--- src/rtl/mlr_pkg.sv ---
// shared types and constants for the midpoint line rasterizer
`default_nettype none

package mlr_pkg;

    localparam int unsigned COLOR_BITS = 8;
    localparam logic [COLOR_BITS-1:0] COLOR_RESET = 8'd200;

    localparam logic MODE_LOAD = 1'b0;
    localparam logic MODE_STEP = 1'b1;

    // per-item control carried from the setup stage to the step stage
    typedef struct packed {
        logic is_load;
        logic x_is_major;
        logic minor_neg;
        logic active;
    } mlr_ctl_t;

endpackage

`default_nettype wire

--- src/rtl/midpoint_line_rasterizer.sv ---
// top level of the midpoint line rasterizer: colour register and the two stages
// each accepted item passes through the setup register and then the result register to the m_ side
// throughput: one item per clock while m_ready does not stall; the line state is updated
// in the same cycle as the result register, so a step may follow a load at once
// reset: synchronous, active low; no line is active and the colour returns to 200
`default_nettype none

module midpoint_line_rasterizer
    import mlr_pkg::*;
#(
    parameter int unsigned COORD_BITS = 10
) (
    input  wire                   aclk,
    input  wire                   aresetn,
    input  wire                   cfg_valid,
    output logic                  cfg_ready,
    input  wire  [COLOR_BITS-1:0] cfg_pixel_color,
    input  wire                   s_valid,
    output logic                  s_ready,
    input  wire                   s_mode,
    input  wire  [COORD_BITS-1:0] s_start_x,
    input  wire  [COORD_BITS-1:0] s_start_y,
    input  wire  [COORD_BITS-1:0] s_end_x,
    input  wire  [COORD_BITS-1:0] s_end_y,
    output logic                  m_valid,
    input  wire                   m_ready,
    output logic [COORD_BITS-1:0] m_pixel_x,
    output logic [COORD_BITS-1:0] m_pixel_y,
    output logic [COLOR_BITS-1:0] m_color,
    output logic                  m_pixel_valid,
    output logic                  m_last
);

    logic [COLOR_BITS-1:0]   color_reg;

    logic                    q_valid;
    logic                    q_ready;
    mlr_ctl_t                q_ctl;
    logic [COORD_BITS-1:0]   q_x;
    logic [COORD_BITS-1:0]   q_y;
    logic [COORD_BITS-1:0]   q_major_end;
    logic [COORD_BITS+3:0]   q_decision;
    logic [COORD_BITS+3:0]   q_inc_straight;
    logic [COORD_BITS+3:0]   q_inc_diagonal;

    assign cfg_ready = 1'b1;

    always_ff @(posedge aclk) begin
        if (!aresetn) begin
            color_reg <= COLOR_RESET;
        end else if (cfg_valid) begin
            color_reg <= cfg_pixel_color;
        end
    end

    mlr_setup #(
        .COORD_BITS (COORD_BITS)
    ) u_setup (
        .aclk           (aclk),
        .aresetn        (aresetn),
        .s_valid        (s_valid),
        .s_ready        (s_ready),
        .s_mode         (s_mode),
        .s_start_x      (s_start_x),
        .s_start_y      (s_start_y),
        .s_end_x        (s_end_x),
        .s_end_y        (s_end_y),
        .q_valid        (q_valid),
        .q_ready        (q_ready),
        .q_ctl          (q_ctl),
        .q_x            (q_x),
        .q_y            (q_y),
        .q_major_end    (q_major_end),
        .q_decision     (q_decision),
        .q_inc_straight (q_inc_straight),
        .q_inc_diagonal (q_inc_diagonal)
    );

    mlr_step #(
        .COORD_BITS (COORD_BITS)
    ) u_step (
        .aclk           (aclk),
        .aresetn        (aresetn),
        .q_valid        (q_valid),
        .q_ready        (q_ready),
        .q_ctl          (q_ctl),
        .q_x            (q_x),
        .q_y            (q_y),
        .q_major_end    (q_major_end),
        .q_decision     (q_decision),
        .q_inc_straight (q_inc_straight),
        .q_inc_diagonal (q_inc_diagonal),
        .pixel_color    (color_reg),
        .m_valid        (m_valid),
        .m_ready        (m_ready),
        .m_pixel_x      (m_pixel_x),
        .m_pixel_y      (m_pixel_y),
        .m_color        (m_color),
        .m_pixel_valid  (m_pixel_valid),
        .m_last         (m_last)
    );

endmodule

`default_nettype wire

--- src/rtl/mlr_setup.sv ---
// input register stage: orders the endpoints and sets up the decision terms of a load
`default_nettype none

module mlr_setup
    import mlr_pkg::*;
#(
    parameter int unsigned COORD_BITS = 10
) (
    input  wire                   aclk,
    input  wire                   aresetn,
    input  wire                   s_valid,
    output logic                  s_ready,
    input  wire                   s_mode,
    input  wire  [COORD_BITS-1:0] s_start_x,
    input  wire  [COORD_BITS-1:0] s_start_y,
    input  wire  [COORD_BITS-1:0] s_end_x,
    input  wire  [COORD_BITS-1:0] s_end_y,
    output logic                  q_valid,
    input  wire                   q_ready,
    output mlr_ctl_t              q_ctl,
    output logic [COORD_BITS-1:0] q_x,
    output logic [COORD_BITS-1:0] q_y,
    output logic [COORD_BITS-1:0] q_major_end,
    output logic [COORD_BITS+3:0] q_decision,
    output logic [COORD_BITS+3:0] q_inc_straight,
    output logic [COORD_BITS+3:0] q_inc_diagonal
);

    localparam int unsigned N = COORD_BITS;
    localparam int unsigned D = COORD_BITS + 4;

    logic            valid_reg;
    mlr_ctl_t        ctl_reg;
    logic [N-1:0]    x_reg;
    logic [N-1:0]    y_reg;
    logic [N-1:0]    major_end_reg;
    logic [D-1:0]    decision_reg;
    logic [D-1:0]    inc_straight_reg;
    logic [D-1:0]    inc_diagonal_reg;

    logic [N:0]      dx;
    logic [N:0]      dy;
    logic [N:0]      dx_abs_w;
    logic [N:0]      dy_abs_w;
    logic [N-1:0]    adx;
    logic [N-1:0]    ady;
    logic            x_major;
    logic            swap;
    logic [N-1:0]    osx;
    logic [N-1:0]    osy;
    logic [N-1:0]    oex;
    logic [N-1:0]    oey;
    logic [N-1:0]    dmaj;
    logic [N-1:0]    dmin;
    logic [D-1:0]    dmin2;
    logic            accept;
    mlr_ctl_t        ctl_next;
    logic [N-1:0]    major_end_next;
    logic [D-1:0]    decision_next;
    logic [D-1:0]    inc_diagonal_next;

    assign s_ready = !valid_reg || q_ready;
    assign accept  = s_valid && s_ready;

    always_comb begin
        dx       = {1'b0, s_end_x} - {1'b0, s_start_x};
        dy       = {1'b0, s_end_y} - {1'b0, s_start_y};
        dx_abs_w = dx[N] ? (~dx + {{N{1'b0}}, 1'b1}) : dx;
        dy_abs_w = dy[N] ? (~dy + {{N{1'b0}}, 1'b1}) : dy;
        adx      = dx_abs_w[N-1:0];
        ady      = dy_abs_w[N-1:0];
        // ties go to x
        x_major  = adx >= ady;
        swap     = x_major ? (s_start_x > s_end_x) : (s_start_y > s_end_y);
        osx      = swap ? s_end_x : s_start_x;
        osy      = swap ? s_end_y : s_start_y;
        oex      = swap ? s_start_x : s_end_x;
        oey      = swap ? s_start_y : s_end_y;
        dmaj     = x_major ? adx : ady;
        dmin     = x_major ? ady : adx;
        dmin2    = {3'b000, dmin, 1'b0};

        major_end_next    = x_major ? oex : oey;
        decision_next     = dmin2 - {4'b0000, dmaj};
        inc_diagonal_next = dmin2 - {3'b000, dmaj, 1'b0};

        ctl_next.is_load    = (s_mode == MODE_LOAD);
        ctl_next.x_is_major = x_major;
        ctl_next.minor_neg  = x_major ? (oey < osy) : (oex < osx);
        ctl_next.active     = (dmaj != '0);
    end

    always_ff @(posedge aclk) begin
        if (!aresetn) begin
            valid_reg <= 1'b0;
        end else if (s_ready) begin
            valid_reg <= s_valid;
        end
    end

    always_ff @(posedge aclk) begin
        if (accept) begin
            ctl_reg          <= ctl_next;
            x_reg            <= osx;
            y_reg            <= osy;
            major_end_reg    <= major_end_next;
            decision_reg     <= decision_next;
            inc_straight_reg <= dmin2;
            inc_diagonal_reg <= inc_diagonal_next;
        end
    end

    assign q_valid        = valid_reg;
    assign q_ctl          = ctl_reg;
    assign q_x            = x_reg;
    assign q_y            = y_reg;
    assign q_major_end    = major_end_reg;
    assign q_decision     = decision_reg;
    assign q_inc_straight = inc_straight_reg;
    assign q_inc_diagonal = inc_diagonal_reg;

endmodule

`default_nettype wire

--- src/rtl/mlr_step.sv ---
// line state, one midpoint step per item and the result register
`default_nettype none

module mlr_step
    import mlr_pkg::*;
#(
    parameter int unsigned COORD_BITS = 10
) (
    input  wire                   aclk,
    input  wire                   aresetn,
    input  wire                   q_valid,
    output logic                  q_ready,
    input  mlr_ctl_t              q_ctl,
    input  wire  [COORD_BITS-1:0] q_x,
    input  wire  [COORD_BITS-1:0] q_y,
    input  wire  [COORD_BITS-1:0] q_major_end,
    input  wire  [COORD_BITS+3:0] q_decision,
    input  wire  [COORD_BITS+3:0] q_inc_straight,
    input  wire  [COORD_BITS+3:0] q_inc_diagonal,
    input  wire  [COLOR_BITS-1:0] pixel_color,
    output logic                  m_valid,
    input  wire                   m_ready,
    output logic [COORD_BITS-1:0] m_pixel_x,
    output logic [COORD_BITS-1:0] m_pixel_y,
    output logic [COLOR_BITS-1:0] m_color,
    output logic                  m_pixel_valid,
    output logic                  m_last
);

    localparam int unsigned N = COORD_BITS;
    localparam int unsigned D = COORD_BITS + 4;
    localparam logic [N-1:0] ONE = {{(N-1){1'b0}}, 1'b1};

    // line state
    logic [N-1:0]    cur_x_reg;
    logic [N-1:0]    cur_y_reg;
    logic [N-1:0]    major_end_reg;
    logic [D-1:0]    decision_reg;
    logic [D-1:0]    inc_straight_reg;
    logic [D-1:0]    inc_diagonal_reg;
    logic            x_is_major_reg;
    logic            minor_neg_reg;
    logic            active_reg;

    // result register
    logic            out_valid_reg;
    logic [N-1:0]    out_x_reg;
    logic [N-1:0]    out_y_reg;
    logic [COLOR_BITS-1:0] out_color_reg;
    logic            out_pixel_valid_reg;
    logic            out_last_reg;

    // working values: a load takes the fresh setup, a step the stored line
    logic [N-1:0]    src_x;
    logic [N-1:0]    src_y;
    logic [N-1:0]    src_major_end;
    logic [D-1:0]    src_decision;
    logic [D-1:0]    src_inc_straight;
    logic [D-1:0]    src_inc_diagonal;
    logic            src_x_is_major;
    logic            src_minor_neg;
    logic            src_active;

    logic [N-1:0]    major;
    logic [N-1:0]    minor;
    logic [N-1:0]    major_next;
    logic [N-1:0]    minor_next;
    logic [D-1:0]    decision_next;
    logic            at_end;
    logic            advance;

    logic [N-1:0]    cur_x_next;
    logic [N-1:0]    cur_y_next;
    logic            active_next;

    assign q_ready = !out_valid_reg || m_ready;
    assign advance = q_valid && q_ready;

    always_comb begin
        if (q_ctl.is_load) begin
            src_x            = q_x;
            src_y            = q_y;
            src_major_end    = q_major_end;
            src_decision     = q_decision;
            src_inc_straight = q_inc_straight;
            src_inc_diagonal = q_inc_diagonal;
            src_x_is_major   = q_ctl.x_is_major;
            src_minor_neg    = q_ctl.minor_neg;
            src_active       = q_ctl.active;
        end else begin
            src_x            = cur_x_reg;
            src_y            = cur_y_reg;
            src_major_end    = major_end_reg;
            src_decision     = decision_reg;
            src_inc_straight = inc_straight_reg;
            src_inc_diagonal = inc_diagonal_reg;
            src_x_is_major   = x_is_major_reg;
            src_minor_neg    = minor_neg_reg;
            src_active       = active_reg;
        end

        major      = src_x_is_major ? src_x : src_y;
        minor      = src_x_is_major ? src_y : src_x;
        major_next = major + ONE;
        // negative decision keeps the minor coordinate
        if (src_decision[D-1]) begin
            minor_next    = minor;
            decision_next = src_decision + src_inc_straight;
        end else begin
            minor_next    = src_minor_neg ? (minor - ONE) : (minor + ONE);
            decision_next = src_decision + src_inc_diagonal;
        end
        at_end = (major_next == src_major_end);

        if (src_active) begin
            cur_x_next  = src_x_is_major ? major_next : minor_next;
            cur_y_next  = src_x_is_major ? minor_next : major_next;
            active_next = !at_end;
        end else begin
            cur_x_next    = src_x;
            cur_y_next    = src_y;
            active_next   = 1'b0;
            decision_next = src_decision;
        end
    end

    always_ff @(posedge aclk) begin
        if (!aresetn) begin
            cur_x_reg        <= '0;
            cur_y_reg        <= '0;
            major_end_reg    <= '0;
            decision_reg     <= '0;
            inc_straight_reg <= '0;
            inc_diagonal_reg <= '0;
            x_is_major_reg   <= 1'b0;
            minor_neg_reg    <= 1'b0;
            active_reg       <= 1'b0;
        end else if (advance) begin
            cur_x_reg        <= cur_x_next;
            cur_y_reg        <= cur_y_next;
            major_end_reg    <= src_major_end;
            decision_reg     <= decision_next;
            inc_straight_reg <= src_inc_straight;
            inc_diagonal_reg <= src_inc_diagonal;
            x_is_major_reg   <= src_x_is_major;
            minor_neg_reg    <= src_minor_neg;
            active_reg       <= active_next;
        end
    end

    always_ff @(posedge aclk) begin
        if (!aresetn) begin
            out_valid_reg <= 1'b0;
        end else if (q_ready) begin
            out_valid_reg <= q_valid;
        end
    end

    always_ff @(posedge aclk) begin
        if (advance) begin
            if (src_active) begin
                out_x_reg           <= src_x;
                out_y_reg           <= src_y;
                out_color_reg       <= pixel_color;
                out_pixel_valid_reg <= 1'b1;
                out_last_reg        <= at_end;
            end else begin
                out_x_reg           <= '0;
                out_y_reg           <= '0;
                out_color_reg       <= '0;
                out_pixel_valid_reg <= 1'b0;
                out_last_reg        <= 1'b1;
            end
        end
    end

    assign m_valid       = out_valid_reg;
    assign m_pixel_x     = out_x_reg;
    assign m_pixel_y     = out_y_reg;
    assign m_color       = out_color_reg;
    assign m_pixel_valid = out_pixel_valid_reg;
    assign m_last        = out_last_reg;

endmodule

`default_nettype wire
--- config.mk ---
export PLATFORM = sky130hd
export DESIGN_NAME = midpoint_line_rasterizer
export DESIGN_NICKNAME = d
export VERILOG_FILES = /design/src/rtl/mlr_pkg.sv /design/src/rtl/midpoint_line_rasterizer.sv /design/src/rtl/mlr_setup.sv /design/src/rtl/mlr_step.sv
export SDC_FILE = /design/constraint.sdc
export NUM_CORES = 1
export LEC_CHECK = 0
export BUFFER_PORTS_ARGS = -buffer_cell sky130_fd_sc_hd__buf_2
export CORE_UTILIZATION = 55
export CTS_CLUSTER_DIAMETER = 150
export DETAILED_ROUTE_END_ITERATION = 8
export HOLD_SLACK_MARGIN = 0.03
export PLACE_DENSITY = 0.73
export RECOVER_POWER = 100
export SYNTH_ARGS = -nofsm -noshare
export SYNTH_HDL_FRONTEND = slang
export SYNTH_HIERARCHICAL = 1
export SYNTH_SLANG_ARGS = --single-unit
--- constraint.sdc ---
create_clock -name aclk -period 8.95 [get_ports aclk]
set_input_delay 1.3425 -clock aclk [delete_from_list [all_inputs] [get_ports aclk]]
set_output_delay 1.3425 -clock aclk [all_outputs]
set_load 0.01 [all_outputs]
Word level (Yosys, flattened, before mapping)
Cells that the tools add are included.
{ "classes": {"n_addsub": 11, "mul": 0, "n_div": 0, "n_lt_le_gt_ge": 5, "n_eq_ne": 1, "shift": 0, "n_mux": 32, "bitwise_logic": 3, "n_reduce_logical": 8} }
{ "op_table": {"columns": ["cell", "n"], "rows": [
  ["two-way mux 10 bit", 20],
  ["two-way mux 14 bit", 5],
  ["adder 10 x 1 -> 10 bit, second input constant", 4],
  ["adder 14 bit", 2],
  ["subtractor 10 x 10 -> 11 bit", 2],
  ["> comparator 10 bit", 2],
  ["< comparator 10 bit", 2],
  ["NOT 10 bit", 2],
  ["subtractor 11 x 10 -> 12 bit", 1],
  ["subtractor 11 x 11 -> 12 bit", 1],
  ["equality test 10 bit", 1],
  ["greater-or-equal comparator 10 bit", 1],
  ["nonzero test 10 bit", 1],
  ["subtractor 10 x 1 -> 10 bit, second input constant", 1],
  ["two-way mux 1 bit", 7],
  ["logical NOT 1 bit", 3],
  ["logical AND 1 bit", 2],
  ["logical OR 1 bit", 2],
  ["NOT 1 bit", 1]
]} }
{ "totals": {"regBits": 187, "latch_bits": 0, "ram_bits": 0, "romBits": 0, "input_bits": 54, "out_inout_bits": 33, "word_cells": 87, "n_memories": 0} }

Longest topological paths before layout
Gate-level depths: netlist of the first run.
{ "depth": {"word_depth": 9, "depth_mapped": 34, "depth_no_buf": 31} }

Cells and area by module
Netlist of the first run, hierarchy kept.
{ "modules_own_cells": {"columns": ["module", "instances", "cells_per_inst", "area_per_inst_um2", "seq_area_each_um2"], "rows": [
  ["mlr_step", 1, 814, 6880.3, 2422.3],
  ["mlr_setup", 1, 653, 5950.7, 2031.9],
  ["midpoint_line_rasterizer", 1, 27, 305.3, 160.2]
]} }

Worst setup path before layout of the first run
No wires, ideal clock.
{ "synth_path": {"kind": "input port to flip-flop", "from": "in s_start_y[3]", "to": "reg u_setup.decision_reg[10], in the netlist u_setup/q_decision[10] (data pin)", "setup_time_ns": 0.262, "t_arrival_ns": 7.269, "t_required_ns": 8.688, "setup_slack_ns": 1.419, "cell_stages": 32, "n_path_buf": 3, "path_cell_list": "inv_1 -> ha_1 -> and2_4 -> a221o_1 -> or3_4 -> a211oi_2 -> nand2_1 -> o41ai_1 -> xnor2_1 -> ha_1 -> nand2_1 -> nor2_1 -> and3_1 -> clkbuf_1 -> nor2_4 -> inv_2 -> clkbuf_1 -> clkbuf_1 -> nor2_1 -> a21oi_1 -> ha_1 -> nor2b_1 -> o21ai_0 -> nand2_1 -> and2_1 -> o21ai_0 -> nand2b_1 -> a21o_1 -> a21o_1 -> a21o_1 -> a21oi_1 -> xor2_1"} }
{ "synth_between": {"elab_chain_cells": 7, "elab_cells_between_ends": 8, "classes_between": "add/sub (3); order compare (1); mux (3); bitwise (1)"} }
{ "synth_rtl": {"columns": ["item", "line", "rtl"], "rows": [
  ["from (decl)", "midpoint_line_rasterizer.sv:22", "input wire [COORD_BITS-1:0] s_start_y,"],
  ["subtractor 10 x 10 -> 11 bit (*)", "mlr_setup.sv:67", "dy = {1'b0, s_end_y} - {1'b0, s_start_y};"],
  ["NOT 10 bit", "mlr_setup.sv:69", "dy_abs_w = dy[N] ? (~dy + {{N{1'b0}}, 1'b1}) : dy;"],
  ["adder 10 x 1 -> 10 bit", "mlr_setup.sv:69", null],
  ["two-way mux 10 bit (*)", "mlr_setup.sv:69", null],
  ["greater-or-equal comparator 10 bit", "mlr_setup.sv:73", "x_major = adx >= ady;"],
  ["two-way mux 10 bit (*)", "mlr_setup.sv:80", "dmin = x_major ? ady : adx;"],
  ["named net u_setup.dmin[1]", "mlr_setup.sv:54", "logic [N-1:0] dmin;"],
  ["subtractor 11 x 10 -> 12 bit (*)", "mlr_setup.sv:84", "decision_next = dmin2 - {4'b0000, dmaj};"],
  ["named net u_setup.decision_next[10]", "mlr_setup.sv:59", "logic [D-1:0] decision_next;"],
  ["to (signal assigned)", "mlr_setup.sv:107", "decision_reg <= decision_next;"],
  ["to (decl)", "mlr_setup.sv:37", "logic [D-1:0] decision_reg;"]
]} }
Mark *: on every way through the listed nets, which the timed path passes. The rest lies on a longest branch.
A chain may end at the register's enable or synchronous reset.

Final worst setup path of the first run
{ "layout_path": {"from": "in s_end_x[0]", "to": "reg u_setup.decision_reg[10], in the netlist u_setup/q_decision[10] (data pin)"} }
{ "layout_between": {"elab_chain_cells": 7, "elab_cells_between_ends": 8, "classes_between": "add/sub (3); order compare (1); mux (3); bitwise (1)"} }
{ "layout_rtl": {"columns": ["item", "line", "rtl"], "rows": [
  ["from (decl)", "midpoint_line_rasterizer.sv:23", "input wire [COORD_BITS-1:0] s_end_x,"],
  ["subtractor 10 x 10 -> 11 bit (*)", "mlr_setup.sv:66", "dx = {1'b0, s_end_x} - {1'b0, s_start_x};"],
  ["NOT 10 bit", "mlr_setup.sv:68", "dx_abs_w = dx[N] ? (~dx + {{N{1'b0}}, 1'b1}) : dx;"],
  ["adder 10 x 1 -> 10 bit", "mlr_setup.sv:68", null],
  ["two-way mux 10 bit (*)", "mlr_setup.sv:68", null],
  ["greater-or-equal comparator 10 bit", "mlr_setup.sv:73", null],
  ["two-way mux 10 bit, on equally long branches", "mlr_setup.sv:80, mlr_setup.sv:79", null],
  ["subtractor 11 x 10 -> 12 bit (*)", "mlr_setup.sv:84", null],
  ["named net u_setup.decision_next[10]", "mlr_setup.sv:59", null]
]} }
Marks and branches as above.

==> flow_summary.yaml, run 1 <==
outcome:
  status: "complete, but fails checks"
  violations: "capacitance limit, slew limit"
hold_path:
  hold_path.class: "register to register"
  min-delay-start: "u_step/inc_diagonal_reg[12]"
detailed_routing:
  vias_per_cell: 6.085
  top_layer: "met5"
  wl_met3_um: 1995
  drtIter0Drc: 1003
  avgRoutedWirePerCell_um: 18.36
  postRouteAntennaNets: 0
  wirelength_um: 34200
  drtPass1Iterations: 6
  vias: 11337
  met2WireLength_um: 15680
  wl_met1_um: 15930
  route.detailed.drc: 0
floorplan:
  start_util_pct: 55.96
  die_height_um: 156.5
  pin_count: 87
  core_area_mm2: 0.02347
  dieArea_mm2: 0.02451
  num_rows: 56
  die_w_um: 156.5
critical_path:
  ff2ff_path_depth: 11
  critical_path_depth: 31
  crit_arrival_ns: 7.78
  r2r_slack_ns: 1.47
  critPathSlowestCell: "fa_1"
  crit_path_start: "s_end_x[0]"
  r2r_end: "u_step/cur_y_reg[2]"
  max_stage_delay_ns: 0.46
  cp_num_buf_inv: 3
  start_kind: "input pin"
  critPathCapture: "u_setup/q_decision[10]"
  cp-end-kind: "register"
  cp_max_fo: 11
  crit_type: "input pin to register"
  timing.rr.start: "u_setup/q_ctl[3]"
  critPathTopFamily: "compound AO/OA/AOI/OAI gates"
  cp.required_ns: 9.11
clock_tree:
  cts_setup_buffers: 0
  h-tree-depth: 4
  cts_resized: 0
  clock-sinks: 182
  cts_buffer_depth: 2
  postCtsHoldBufs: 0
  clock_latency_ns: 0.43
  clockRootBuffer: "clkbuf_16"
  cts_tree: "yes"
  clkTransAtPathRegs_ns: 0.07
  numCtsBuffers: 17
timing:
  fin_tns_setup_ns: 0
  rsz0062_at_grt: "no"
  min_period_over_period_pct: 85.21
  tightest_slew_ns: 3.688
  hold_ws_ns: 0.4505
  drv_slew: 392
  final.setup_skew_ns: 0.01373
  max_slew_margin_pct: -145.9
  min_period_ns: 7.626
  hold_viol: 0
  max_freq_mhz: 131.1
  setup_viol: 0
pwr:
  internal_power_w: 0.002545
  ir_worst_vdd_v: 0.0001833
  total_leakage_power_nw: 5.658
  p_switching_w: 0.001920
  p_per_area_mw_per_mm2: 314.5
  pwr-share-clk_pct: 16.5
  combPwrFrac_pct: 54.9
  p_seq_share_pct: 28.6
  finalPower_w: 0.004465
  switching_share_pct: 43.00
synthesis:
  yosys_warnings: 6
  synth-main-ff-cell: "edfxtp_1"
  syn_avg_cell_area_um2: 8.793
  ys_seq_area_share_pct: 35.13
  ys_ff_latch: 182
  syn_area_mm2: 0.01314
  ys_types: 99
  async_flop_share_pct: 0
  synthCells: 1494
  synth-edff-count: 97
finish:
  layout-drive-gt1-share_pct: 10.17
  final_area_mm2: 0.01420
  antenna_cells: 0
  fillers: 2052
  area.growth.synth_to_final_pct: 8.067
  layout.nets: 1654
grt:
  grt_pass1_vias: 10563
  grt_max_degree: 96
  antenna_found_initial: 1
  grt_pass1_wl_um: 54230
  overflow: 0
  track_usage_pct: 28.26
place:
  dpl_cell_area_mm2: 0.01371
  hpwl_um: 24970
  place_congestion: 0.9238
  io_buffers: 85
job:
  max_cap_violations: 6
synthesized netlist by cell type (5+ instances only):
library cell    n  area [um2]
and2_1         17       106.4
o21ai_1         5       25.02
o22ai_1         5       31.28
nor2_1        106       397.9
o211a_1         8       80.08
a221oi_1        6       52.55
o2111ai_1       7       61.31
a21o_1         21       157.7
nand4_1        12       75.07
nand2b_1       12       75.07
a31oi_1        13       81.33
clkbuf_1       46       172.7
edfxtp_1       97        2913
nand3_1        33       165.2
o21bai_1        5       37.54
o211ai_1       10       75.07
o21ai_0        81       405.4
nor3_1         25       125.1
ha_1           64       800.8
o21a_1          9       67.56
nand2_1       174       653.1
a211o_1         8       70.07
a311oi_1        7       61.31
nor2b_1        26       162.7
mux2i_1        68       680.7
buf_2          15       75.07
mux2_2         35       394.1
a211oi_1       35       262.8
xor2_1         26       227.7
o31ai_1         5       37.54
and3_1         18       112.6
fa_1            5       100.1
or3_1          16       100.1
dfxtp_1        85        1702
buf_1          13       48.80
a21oi_1       152       760.7
buf_4          11       82.58
o221ai_1        6       52.55
inv_1          55       206.5
xnor2_1        42       367.9
or2_2           5       31.28
kinds of logic after synthesis:
kind of cell	share of synthesized area [%]
xor gates and xnor gates	4.705
muxes	8.496
and+or+nand+nor	17.59
buffers and inverters	4.886
other	0.05717
AOI/OAI and AO/OA	22.28
DFF	35.13
adders and majority gates	6.858
tightest hold or removal path: cells and delay by family (launching register included):
family	cells	cell delay (ns)
flops	1	0.31
simple gates	1	0.05
compound gates	1	0.05
area by class of cell:
| cell class | count | area [um2] | share of cell area, % |
|---|---|---|---|
| Tap cell | 319 | 399.1 | 2.812 |
| Timing Repair Buffer | 103 | 491.7 | 3.464 |
| Clock buffer | 19 | 464.2 | 3.270 |
| Multi-Input combinational cell | 1169 | 7880 | 55.51 |
| Clock inverter | 13 | 128.9 | 0.9078 |
| Sequential cell | 182 | 4614 | 32.50 |
| Inverter | 58 | 217.7 | 1.534 |
per-stage QoR:
stage	worst slack, ns	util [%]	std cells
after floorplan	1.419	-	1498
after global placement	1.182	58.43	1831
after detailed placement	0.9654	58.43	1831
after CTS	1.401	60.95	1863
after global routing	0.7043	60.48	1863
final	1.324	60.48	1863
power groups by stage:
stage               logic [W]  registers, W  clock network, W
CTS                   0.00246       0.00127          0.000751
global route          0.00268       0.00130          0.000783
detailed placement    0.00243       0.00129                 0
global placement      0.00241       0.00129                 0
floorplan             0.00190       0.00125                 0
finish                0.00245       0.00128          0.000737
placed cells by master, fill, tap and decap left out, drive strengths merged, types with 12 or more instances in the layout:
cell,count
o21ai,87
a21oi,155
and2,19
a31oi,14
nand3,33
nor2b,26
edfxtp,97
nand2,175
buf,61
ha,64
dfxtp,85
inv,62
and3,19
a211oi,37
clkbuf,61
or3,18
nor2,107
xnor2,42
mux2i,71
nand4,12
mux2,35
nand2b,12
nor3,25
a21o,21
xor2,26
per-layer routing:
layer	up-vias	GRT usage [%]
met2	387	46.15
met5	-	0
met1	5349	38.68
li1	5560	-
met3	39	4.043
met4	2	8.497
worst min-delay path by stage:
stage | cells after the start | end
6_report | 2 | u_step/inc_diagonal_reg[12]
5_1_grt | 2 | u_step/major_end_reg[6]
4_1_cts | 2 | u_step/inc_diagonal_reg[12]
3_5_place_dp | 2 | u_step/inc_diagonal_reg[2]
3_3_place_gp | 2 | u_step/cur_y_reg[8]
2_1_floorplan | 2 | u_step/cur_y_reg[0]
(Power assumes the default switching activity.)
==> run 2: changes to the inputs <==
==> constraint.sdc (replaced) <==
create_clock -name aclk -period 8.95 [get_ports aclk]
set_input_delay 0.4475 -clock aclk [delete_from_list [all_inputs] [get_ports aclk]]
set_output_delay 0.4475 -clock aclk [all_outputs]
set_load 0.01 [all_outputs]
==> run 2 against run 1 <==
Effect of this change:
- maximum frequency barely moved
- cell area is essentially flat
- largest power group unchanged
- combinational power about the same
- critical endpoint is now u_step/cur_y_reg[4]
- largest cell class unchanged
- the flow still finishes with violations (capacitance limit, slew limit)
- critical path type is now register to register
==> flow_summary.yaml, run 2 (same netlist as run 1, synthesis figures left out) <==
outcome:
  status: "complete, but fails checks"
  violations: "capacitance limit, slew limit"
critical_path:
  max_stage_delay_ns: 2.74
  cp-end-kind: "register"
  start_kind: "register"
  ff2ff_path_depth: 11
  cp_max_fo: 68
  crit_arrival_ns: 7.99
  crit_type: "register to register"
  cp.required_ns: 9.31
  cp_cell_sequence: "clkbuf_1, clkbuf_1, mux2i_4, buf_4, clkinv_1, clkbuf_1, o21ai_1, a21oi_1, o221ai_1, o21ai_0, nor2_1"
  critPathSlowestCell: "clkbuf_1"
  crit_top_cell: "clkbuf_1"
timing:
  min_period_over_period_pct: 85.26
  max_slew_margin_pct: -160.7
  fin_tns_setup_ns: 0
  drv_slew: 254
  rsz0062_at_grt: "no"
  final.setup_skew_ns: 0.01735
  hold_viol: 0
  tightest_slew_ns: 3.910
  setup_viol: 0
  min_period_ns: 7.631
  max_freq_mhz: 131.0
finish:
  layout_common_cells: "nand2_1 (174), a21oi_1 (154), nor2_1 (106)"
  finish.utilization_pct: 60.47
  area.growth.synth_to_final_pct: 8.048
  layout-drive-gt1-share_pct: 9.974
  final_common_cell: "nand2_1"
  final_area_mm2: 0.01419
  layout.nets: 1654
  antenna_cells: 0
clock_tree:
  cts_setup_buffers: 0
  postCtsHoldBufs: 0
  clock_latency_ns: 0.44
  h-tree-depth: 4
  clkTransAtPathRegs_ns: 0.07
  clock-sinks: 182
  cts_tree: "yes"
  cts_buffer_depth: 2
  cts_resized: 0
  clockRootBuffer: "clkbuf_16"
  numCtsBuffers: 17
pwr:
  internal_power_w: 0.002556
  total_leakage_power_nw: 5.660
  p_seq_share_pct: 28.7
  switching_share_pct: 42.72
  finalPower_w: 0.004462
  p_switching_w: 0.001906
  pwr-share-clk_pct: 17.1
  ir_worst_vdd_v: 0.0001771
  combPwrFrac_pct: 54.2
  p_per_area_mw_per_mm2: 314.4
hold_path:
  min_path_cells: 3
  hold_path.class: "input pin to register"
detailed_routing:
  route.detailed.drc: 0
  drtPass1Iterations: 6
  wirelength_um: 33920
  avgRoutedWirePerCell_um: 18.21
  drtIter0Drc: 893
  postRouteAntennaNets: 0
  vias: 11226
  vias_per_cell: 6.026
grt:
  overflow: 0
  grt_pass1_wl_um: 53930
  antenna_found_initial: 0
  track_usage_pct: 28.00
  grt_max_degree: 80
  grt_pass1_vias: 10183
floorplan:
  core_area_mm2: 0.02347
  num_rows: 56
  start_util_pct: 55.96
  pin_count: 87
  die_height_um: 156.5
  dieArea_mm2: 0.02451
  die_w_um: 156.5
place:
  dpl_cell_area_mm2: 0.01370
  place_congestion: 0.9636
  hpwl_um: 24860
  io_buffers: 85
job:
  max_cap_violations: 5
## run 2: layout make-up
class / count / area [um2]
fillers: 2065 / 9279
multi-input cells: 1169 / 7874
flip-flops and latches: 182 / 4614
repair buffers: 103 / 484.2
clock buffers: 18 / 450.4
well taps: 319 / 399.1
inverters: 58 / 217.7
clock inverters: 14 / 153.9
## run 2: power by group through the flow
| stage | clock network [W] | registers, W | logic, W |
|---|---|---|---|
| detailed placement | 0 | 0.00129 | 0.00240 |
| finish | 0.000763 | 0.00128 | 0.00242 |
| CTS | 0.000778 | 0.00128 | 0.00242 |
| global placement | 0 | 0.00129 | 0.00238 |
| floorplan | 0 | 0.00125 | 0.00190 |
| global route | 0.000806 | 0.00130 | 0.00267 |
## run 2: worst paths after layout
| check | slack, ns | to | startpoint |
|---|---|---|---|
| hold / removal | 0.25 | color_reg[3] | cfg_pixel_color[3] |
| setup reg to reg | 1.32 | u_step/cur_y_reg[4] | u_setup/q_ctl[3] |
| hold reg to reg | 0.45 | u_step/inc_diagonal_reg[12] | u_step/inc_diagonal_reg[12] |
| setup / recovery | 1.32 | u_step/cur_y_reg[4] | u_setup/q_ctl[3] |
## run 2: metrics by stage
| stage | hold WS [ns] | std cells | setup WS (ns) |
|---|---|---|---|
| detailed placement | 0.4426 | 1831 | 1.890 |
| global route | 0.2394 | 1863 | 0.8644 |
| finish | 0.2463 | 1863 | 1.319 |
| floorplan | 0.4312 | 1498 | 2.314 |
| CTS | 0.2350 | 1863 | 2.312 |
| global placement | 0.4375 | 1831 | 2.048 |
## run 2: metal layers
layer	global-route usage, %	part of all wire [%]	up-vias
met2	45.20	46	335
met3	3.379	5.3	41
met5	0	0	-
li1	-	-	5559
met1	39.48	47	5291
met4	7.516	1.8	0
## run 2: worst max-delay path: cells and delay by family, from the launching register on
family / cells / cell delay, ns
AOI/OAI and AO/OA: 4 / 1.08
buffers and inverters: 5 / 5.53
DFF: 1 / 0.32
muxes: 1 / 0.37
and+or+nand+nor: 1 / 0.18
